## src/design/pidl_pkg.sv

```systemverilog
// Package for the PID loop block: widths, register indexes, status codes,
// configuration and result types, and saturating add/subtract helpers.
// No dependencies.
`timescale 1ns / 1ps

package pidl_pkg;

   localparam int VALUE_WIDTH = 32;
   localparam int FRAC_BITS   = 16;
   localparam int TOL_WIDTH   = VALUE_WIDTH - 1;
   localparam int CSR_IDX_W   = 3;

   localparam logic signed [VALUE_WIDTH-1:0] VMAX = {1'b0, {(VALUE_WIDTH-1){1'b1}}};
   localparam logic signed [VALUE_WIDTH-1:0] VMIN = {1'b1, {(VALUE_WIDTH-1){1'b0}}};

   // configuration register indexes
   localparam logic [CSR_IDX_W-1:0] CSR_SET_POINT = 3'd0;
   localparam logic [CSR_IDX_W-1:0] CSR_GAIN_P    = 3'd1;
   localparam logic [CSR_IDX_W-1:0] CSR_GAIN_I    = 3'd2;
   localparam logic [CSR_IDX_W-1:0] CSR_GAIN_D    = 3'd3;
   localparam logic [CSR_IDX_W-1:0] CSR_TOLERANCE = 3'd4;

   // item kinds on req_tuser
   localparam logic OP_START = 1'b0;
   localparam logic OP_STEP  = 1'b1;

   typedef enum logic [1:0] {
      RUN_ACTIVE    = 2'd0,
      RUN_CONVERGED = 2'd1,
      RUN_STALLED   = 2'd2
   } run_status_type;

   typedef struct packed {
      logic signed [VALUE_WIDTH-1:0] set_point;
      logic signed [VALUE_WIDTH-1:0] gain_p;
      logic signed [VALUE_WIDTH-1:0] gain_i;
      logic signed [VALUE_WIDTH-1:0] gain_d;
      logic [TOL_WIDTH-1:0]          tolerance;
   } cfg_type;

   // first member is the most significant: error_out ends up in the low bits
   typedef struct packed {
      run_status_type                run_status;
      logic [VALUE_WIDTH-1:0]        step_count;
      logic signed [VALUE_WIDTH-1:0] plant_value;
      logic signed [VALUE_WIDTH-1:0] drive_out;
      logic signed [VALUE_WIDTH-1:0] error_out;
   } result_type;

   localparam int RSP_BITS  = $bits(result_type);
   localparam int RSP_BYTES = (RSP_BITS + 7) / 8;
   localparam int RSP_PAD   = RSP_BYTES * 8 - RSP_BITS;

   function automatic logic signed [VALUE_WIDTH-1:0] sat_add(
      input logic signed [VALUE_WIDTH-1:0] a,
      input logic signed [VALUE_WIDTH-1:0] b);
      logic signed [VALUE_WIDTH:0] s;
      s = {a[VALUE_WIDTH-1], a} + {b[VALUE_WIDTH-1], b};
      if (s[VALUE_WIDTH] != s[VALUE_WIDTH-1]) begin
         return s[VALUE_WIDTH] ? VMIN : VMAX;
      end
      return s[VALUE_WIDTH-1:0];
   endfunction

   function automatic logic signed [VALUE_WIDTH-1:0] sat_sub(
      input logic signed [VALUE_WIDTH-1:0] a,
      input logic signed [VALUE_WIDTH-1:0] b);
      logic signed [VALUE_WIDTH:0] s;
      s = {a[VALUE_WIDTH-1], a} - {b[VALUE_WIDTH-1], b};
      if (s[VALUE_WIDTH] != s[VALUE_WIDTH-1]) begin
         return s[VALUE_WIDTH] ? VMIN : VMAX;
      end
      return s[VALUE_WIDTH-1:0];
   endfunction

endpackage

```

## src/design/pidl_csr.sv

```systemverilog
// Configuration registers of the PID loop: set point, three gains, tolerance.
// Depends on pidl_pkg.
`timescale 1ns / 1ps

module pidl_csr (
   input  logic                           clock,
   input  logic                           reset,
   input  logic                           csr_we,
   input  logic [pidl_pkg::CSR_IDX_W-1:0] csr_index,
   input  logic [pidl_pkg::VALUE_WIDTH-1:0] csr_wdata,
   output pidl_pkg::cfg_type              cfg
);
   import pidl_pkg::*;

   cfg_type cfg_ff;
   cfg_type cfg_in;

   always_comb begin
      cfg_in = cfg_ff;
      if (csr_we) begin
         unique case (csr_index)
            CSR_SET_POINT: cfg_in.set_point = csr_wdata;
            CSR_GAIN_P:    cfg_in.gain_p    = csr_wdata;
            CSR_GAIN_I:    cfg_in.gain_i    = csr_wdata;
            CSR_GAIN_D:    cfg_in.gain_d    = csr_wdata;
            CSR_TOLERANCE: cfg_in.tolerance = csr_wdata[TOL_WIDTH-1:0];
            default:       cfg_in = cfg_ff;   // unknown index ignored
         endcase
      end
   end

   always_ff @(posedge clock) begin
      if (reset) begin
         cfg_ff <= '0;
      end else begin
         cfg_ff <= cfg_in;
      end
   end

   assign cfg = cfg_ff;

endmodule

```

## config.mk

```make
export PLATFORM = sky130hd
export DESIGN_NAME = pidl_csr
export DESIGN_NICKNAME = d
export VERILOG_FILES = /design/src/design/pidl_pkg.sv /design/src/design/pidl_csr.sv
export SDC_FILE = /design/constraint.sdc
export NUM_CORES = 1
export LEC_CHECK = 0
export ABC_CLOCK_PERIOD_IN_PS = 2100
export BUFFER_PORTS_ARGS = -buffer_cell sky130_fd_sc_hd__buf_2
export CAP_MARGIN = 0
export CORE_MARGIN = 2
export CORE_UTILIZATION = 32
export CTS_BUF_LIST = sky130_fd_sc_hd__clkbuf_4
export CTS_CLUSTER_DIAMETER = 50
export DETAILED_ROUTE_END_ITERATION = 10
export PLACE_DENSITY = 0.57
export SYNTH_ARGS = -nofsm -noshare
export SYNTH_HDL_FRONTEND = slang
export SYNTH_SLANG_ARGS = --single-unit
```

## constraint.sdc

```tcl
create_clock -name clock -period 2.1 [get_ports clock]
set_clock_uncertainty 0.15 [all_clocks]
set_input_delay 0.42 -clock clock [delete_from_list [all_inputs] [get_ports clock]]
set_output_delay 0.42 -clock clock [all_outputs]
set_load 0.02 [all_outputs]
```

Yosys cells after proc, flatten, opt, wreduce, memory -nomap -nowiden
Index checks and enable logic that the tools add are counted.

Eq/ne operators: 4. Reductions and logical operators: 6.

Operators by type and width (count): $reduce_and A2 Y1 (5); $eq A3 B2 Y1 const B (2); $eq A3 B1 Y1 const B (1); $eq A3 B3 Y1 const B (1); $logic_not A3 Y1 (1).

Register bits after elaboration: 159. Logic and storage cells: 15. Output and inout bits: 159.

Depth between registers and ports, before layout
Gate-level depths: netlist (run 1).

Depth after elaboration: 2. Depth in mapped cells: 4. Depth with buffers taken out: 2.

Worst setup path before layout (run 1)
OpenSTA, ideal clock, no wires.

Path type: input to register. From: input port csr_index[0] in the netlist's numbering. To: register cfg_ff, in the netlist cfg[148]. Cell stages on the path: 3. Setup slack: 0.609 ns. Arrival: 1.219 ns. Path buffers: 1. Required time: 1.828 ns. Library setup time: 0.122 ns. Cell sequence: or4b_1 > buf_6 > mux2i_1.

Word-level cells in the longest chain between the ends: 2.

Ends and longest elaborated chain: start: declaration (line pidl_csr.sv:9) `input logic [pidl_pkg::CSR_IDX_W-1:0] csr_index,`; $logic_not A3 Y1 (line pidl_csr.sv:21) `unique case (csr_index)`; $reduce_and A2 Y1 (no source line); end signal: assignment (line pidl_csr.sv:36) `cfg_ff <= cfg_in;`; end: declaration (line pidl_csr.sv:15) `cfg_type cfg_ff;`.

No other way between the ends. A chain may end at the register's enable or synchronous reset.

Worst setup path in the final report (run 1)
From: register cfg_ff, in the netlist cfg[47]. To: output port cfg[47] in the netlist's numbering.

RTL lines: end: declaration (line pidl_csr.sv:11) `output pidl_pkg::cfg_type cfg`.

No word-level cell between the ends.

==> impl_metrics.json, run 1 <==
{
  "r2r_end": "cfg[89]$_SDFFE_PP0P_",
  "ys_types": 12,
  "clkTransAtPathRegs_ns": 0.14,
  "synth_seq_cells": 159,
  "ys_seq_area_share_pct": 50.95,
  "critPathSlowestCell": "dfxtp_1",
  "crit_path_end_kind": "primary output",
  "synth_top_area_share_pct": 50.95,
  "boundaryPins": 197,
  "numCtsBuffers": 17,
  "num-nets-final": 782,
  "hold_class": "input port to register",
  "cts_hold_buf": 0,
  "largest_reg_flops": 159,
  "worst-r2r-setup-slack_ns": 1.31,
  "drc": 0,
  "portBuffers": 196,
  "cts.sinks": 159,
  "path_max_fanout": 2,
  "drt_wl_total_mm": 16.36,
  "hold_violations": 0,
  "avgRoutedWirePerCell_um": 15.98,
  "worst_r2r_startpoint": "cfg[89]$_SDFFE_PP0P_",
  "grt_util_all_layers_pct": 15.69,
  "die_area_um2": 20660,
  "drt_first_iter_violations": 134,
  "cp_num_buf_inv": 1,
  "yosys_warnings": 0,
  "hold_start": "csr_wdata[10]",
  "dieHeight_um": 143.7,
  "grt_pass1_vias": 4600,
  "synth_area_per_cell_um2": 11.26,
  "arrival_ns": 1.13,
  "maxClockFrequency_ghz": 0.5889,
  "async_flop_share_pct": 0,
  "cts_resized": 0,
  "start_util_pct": 32.31,
  "fillers": 1922,
  "tritoncts": "yes",
  "vias_per_cell": 4.454,
  "outcome": "finished, final reports clean",
  "min_period_ns": 1.698,
  "maxCapViolCount": 0,
  "min_to": "cfg[41]$_SDFFE_PP0P_",
  "rsz0062_at_grt": "no",
  "finalCritPeriodShare_pct": 80.86,
  "grt_pass1_wl_mm": 24.83,
  "crit_family": "flip-flops",
  "cp.required_ns": 1.53,
  "synthTopCellsByArea": "dfxtp_1 51%, mux2i_1 25%, nand2b_1 19%",
  "yosysTopAreaCell": "dfxtp_1",
  "grt_max_degree": 78,
  "fin_tns_setup_ns": 0,
  "num_rows": 51,
  "worstRegToRegCells": 2,
  "clockBufferDepth": 2,
  "h-tree-depth": 4,
  "post-cts-setup-buffers": 0,
  "critPathLaunch": "cfg[47]$_SDFFE_PP0P_",
  "clockRootBuffer": "clkbuf_4",
  "synthTopCellsByCount": "191 x nand2b_1, 159 x dfxtp_1, 159 x mux2i_1",
  "synth_top_flop_cell": "dfxtp_1",
  "postPlaceCellArea_um2": 7600,
  "vias": 4561,
  "setup_violations": 0,
  "syn-instance-count": 555,
  "hold_path_depth": 3,
  "p_per_area_nw_per_um2": 696.7,
  "relSlewSlack_pct": 76.04,
  "tightest_slew_ns": 0.3586,
  "slowest_delay_ns": 0.40,
  "dp_hpwl_mm": 11.51,
  "leakage_nw": 4.151,
  "netlist_area_um2": 6247,
  "drive_gt1_share_pct": 32.23,
  "grt-ovfl-total": 0,
  "synth_edf_count": 0,
  "stdcell_area_um2": 7893,
  "synth_most_common_cell": "nand2b_1",
  "die_w_um": 143.7,
  "drv_slew": 0,
  "syn_to_final_growth_pct": 26.34,
  "first_pass_iters": 4,
  "crit_path_start_kind": "register",
  "clock_latency_ns": 0.54,
  "drtAntennaViolNets": 0,
  "path_cells": "buf_2",
  "antenna_found_initial": 1,
  "ir_worst_vdd_mv": 0.2544,
  "syn_nets": 593,
  "routabilityCongestion": 0.7435,
  "critPathKind": "register to primary output",
  "core_area_um2": 19330
}
-- report_power, final --
group	internal [mW]	switching (mW)	total [mW]
Sequential	3.08	0.0355	3.12
Clock	0.721	1.14	1.86
Combinational	0.221	0.300	0.521
-- through the flow --
| stage | setup WS, ns | instances | total power [mW] | hold slack, ns | utilization, % |
|---|---|---|---|---|---|
| after floorplan | 0.6088 | 555 | 3.506 | 0.3960 | - |
| after global placement | 0.3398 | 990 | 3.702 | 0.3063 | 39.31 |
| after detailed placement | 0.3160 | 990 | 3.713 | 0.3127 | 39.31 |
| after CTS | 0.3369 | 1022 | 5.610 | 0.01375 | 40.79 |
| after global routing | 0.3233 | 1024 | 5.756 | 0.03981 | 40.82 |
| final | 0.4019 | 1024 | 5.498 | 0.08470 | 40.82 |
-- cell families (layout without fill, tap and decap cells) --
kind of cell | count (synthesis) | count (layout) | synth area share, %
AND/OR/NAND/NOR | 198 | 198 | 20.51
multiplexers | 159 | 159 | 25.48
flip-flops | 159 | 159 | 50.95
other | 0 | 2 | 0
buffers and inverters | 39 | 241 | 3.064
-- layout by cell type, fill, tap and decap left out --
cell type | Yosys | final
buf_12 | 0 | 7
buf_2 | 9 | 195
buf_4 | 7 | 7
bufinv_16 | 0 | 2
clkbuf_4 | 0 | 17
clkinv_1 | 0 | 2
clkinv_2 | 0 | 1
clkinv_4 | 0 | 4
clkinvlp_4 | 0 | 2
dfxtp_1 | 159 | 159
diode_2 | 0 | 2
inv_6 | 0 | 3
inv_8 | 0 | 1
mux2i_1 | 159 | 159
nand2b_1 | 191 | 191
nand4b_1 | 1 | 1
nand4bb_2 | 0 | 1
nand4bb_4 | 0 | 2
nor4b_4 | 1 | 1
nor4bb_2 | 0 | 1
or4b_1 | 1 | 1
-- how the worst max path moves through the flow --
stage	to	slack [ns]	depth (start not counted)
after floorplan	cfg[148]$_SDFFE_PP0P_	0.61	3
after global placement	cfg[68]$_SDFFE_PP0P_	0.34	4
after detailed placement	cfg[65]$_SDFFE_PP0P_	0.32	4
after CTS	cfg[47]	0.34	1
after global routing	cfg[8]	0.32	1
final	cfg[47]	0.40	1
-- final cells by class --
cell class | instances | area [um^2] | share of cell area (%)
diodes | 2 | 5.005 | 0.06341
clock buffers | 17 | 127.6 | 1.617
well taps | 265 | 331.6 | 4.201
multi-input cells | 357 | 2917 | 36.95
clock inverters | 15 | 160.2 | 2.029
repair buffers | 209 | 1169 | 14.81
flip-flops and latches | 159 | 3183 | 40.33
-- routing by layer --
metal	routed length (um)	vias up	GRT usage, %
met2	7468	148	24.74
met5	0	-	0
met3	1030	18	4.965
met1	7598	2178	20.21
met4	266	0	5.624
li1	-	2217	-
No activity file was read; power rests on OpenSTA's default activity.
==> run 2, diff against run 1 <==
Settings changed: ABC_CLOCK_PERIOD_IN_PS 2100 to 1600.
Clock period 2.1 ns to 1.6 ns, I/O delays scaled along.
==> impl_metrics.json, run 2 (synthesis gave the netlist of run 1 again) <==
{
  "critPathKind": "register to primary output",
  "crit_path_end_kind": "primary output",
  "portBuffers": 196,
  "finalCritPeriodShare_pct": 95.04,
  "mostFrequentLayoutCells": "191 x nand2b_1, 159 x mux2i_1, 142 x dfxtp_2",
  "relSlewSlack_pct": 76.25,
  "postLayoutSetupSlackWorst_ns": 0.07939,
  "drv_slew": 0,
  "h-tree-depth": 4,
  "leakage_nw": 4.431,
  "clkTransAtPathRegs_ns": 0.14,
  "first_pass_iters": 4,
  "tightest_slew_ns": 0.3563,
  "grt_pass1_vias": 4739,
  "crit_family": "flip-flops",
  "path_cells": "buf_4",
  "die_w_um": 143.7,
  "p_total_mw": 7.249,
  "pre_cts_slack_ns": -0.01782,
  "maxCapViolCount": 0,
  "drt_wl_total_mm": 17.17,
  "rsz0062_at_grt": "yes",
  "vias_per_cell": 4.395,
  "num-nets-final": 822,
  "grt_max_degree": 76,
  "utilization_pct": 46.58,
  "start_util_pct": 32.31,
  "outcome": "finished, final reports clean",
  "hold_violations": 0,
  "cts.sinks": 159,
  "hold_path_depth": 3,
  "min_period_ns": 1.521,
  "hold_class": "input port to register",
  "largest_reg_flops": 159,
  "crit_path_start_kind": "register",
  "p_comb_share_pct": 11.3,
  "r2r_end": "cfg[153]$_SDFFE_PP0P_",
  "tritoncts": "yes",
  "die_area_um2": 20660,
  "hold_start": "csr_wdata[5]",
  "avgRoutedWirePerCell_um": 16.13,
  "min_to": "cfg[36]$_SDFFE_PP0P_",
  "p_per_area_nw_per_um2": 804.9,
  "power.switching_mw": 1.946,
  "worst-r2r-setup-slack_ns": 0.70,
  "setup_violations": 0,
  "drive_gt1_share_pct": 50.44,
  "critPathSlowestCell": "dfxtp_1",
  "drc": 0,
  "maxClockFrequency_ghz": 0.6576,
  "worstRegToRegCells": 3,
  "syn_to_final_growth_pct": 44.16,
  "path_max_fanout": 2,
  "routabilityCongestion": 0.7418,
  "grt_pass1_wl_mm": 25.61,
  "slowest_delay_ns": 0.36,
  "drt_first_iter_violations": 137,
  "cp.depth": 1,
  "antenna_found_initial": 1,
  "grt_util_all_layers_pct": 16.08,
  "grt-ovfl-total": 0,
  "switching_share_pct": 26.85,
  "core_area_um2": 19330,
  "fin_tns_setup_ns": 0,
  "drtAntennaViolNets": 0,
  "dieHeight_um": 143.7,
  "clockBufferDepth": 2,
  "ir_worst_vdd_mv": 0.3369,
  "clockRootBuffer": "clkbuf_4",
  "cp_num_buf_inv": 1,
  "dp_hpwl_mm": 11.44,
  "vias": 4676,
  "cp.required_ns": 1.13,
  "pwr-share-seq_pct": 56.7,
  "mostFrequentLayoutCell": "nand2b_1",
  "worst_r2r_startpoint": "cfg[153]$_SDFFE_PP0P_",
  "clock_latency_ns": 0.53,
  "arrival_ns": 1.05,
  "num_rows": 51,
  "p_int_mw": 5.303,
  "numCtsBuffers": 17,
  "boundaryPins": 197,
  "clkPwrFrac_pct": 32.0
}
run 2: changes by cell type in the layout (fill, tap and decap cells not counted), sizes merged:
cell,before,now
inv,4,3
clkinvlp,2,1
buf,209,222
clkbuf,17,21
bufinv,2,1
dlygate4sd3,0,26
run 2: per-stage QoR:
stage	instances	hold WS, ns	instance area [um^2]
after floorplan	555	0.3602	6247
after global placement	995	0.3069	7662
after detailed placement	995	0.3124	7662
after CTS	1053	0.001740	8516
after global routing	1063	0.006248	9004
final	1064	0.03645	9006
run 2: timing repair:
action	CTS	global route
setup buffers	0	9
cloned	0	0
hold endpoints to repair	108	0
endpoints found under the setup margin	119	149
gates resized for setup	152	196
hold buffers	26	0
run 2: final cells by class:
class	count	area [um^2]
antenna	2	5.005
clock buffer	20	150.1
clock inverter	12	110.1
fill	1829	10330
multi-input combinational	357	2917
sequential	159	3361
tap	265	331.6
timing repair buffer	249	2132
run 2: power groups by stage:
stage	combinational [mW]	clock, mW	sequential, mW
6_report	0.821	2.32	4.11
5_1_grt	0.879	2.57	4.12
4_1_cts	0.792	2.42	4.10
3_5_place_dp	0.707	0	4.18
3_3_place_gp	0.695	0	4.18
2_1_floorplan	0.318	0	4.28
run 2: how the worst max path moves through the flow:
stage                         startpoint                     to  slack (ns)
finish              cfg[96]$_SDFFE_PP0P_                cfg[96]        0.08
floorplan                   csr_index[0]  cfg[148]$_SDFFE_PP0P_        0.21
detailed placement          csr_index[0]  cfg[153]$_SDFFE_PP0P_       -0.02
CTS                 cfg[85]$_SDFFE_PP0P_                cfg[85]     0.00002
global placement            csr_index[0]  cfg[157]$_SDFFE_PP0P_        0.02
global route        cfg[25]$_SDFFE_PP0P_                cfg[25]      -0.006
run 2: tightest hold or removal path, stage by stage:
cell and delay (ns):
buf_2 0.07, nand2b_1 0.15, mux2i_1 0.16
run 2: layer usage:
| layer | global-route usage (%) | vias up | part of all wire (%) |
|---|---|---|---|
| met2 | 25.86 | 137 | 48 |
| met5 | 0 | - | 0 |
| met3 | 4.465 | 18 | 5.8 |
| met1 | 21.01 | 2226 | 46 |
| met4 | 4.902 | 0 | 1.1 |
| li1 | - | 2295 | - |
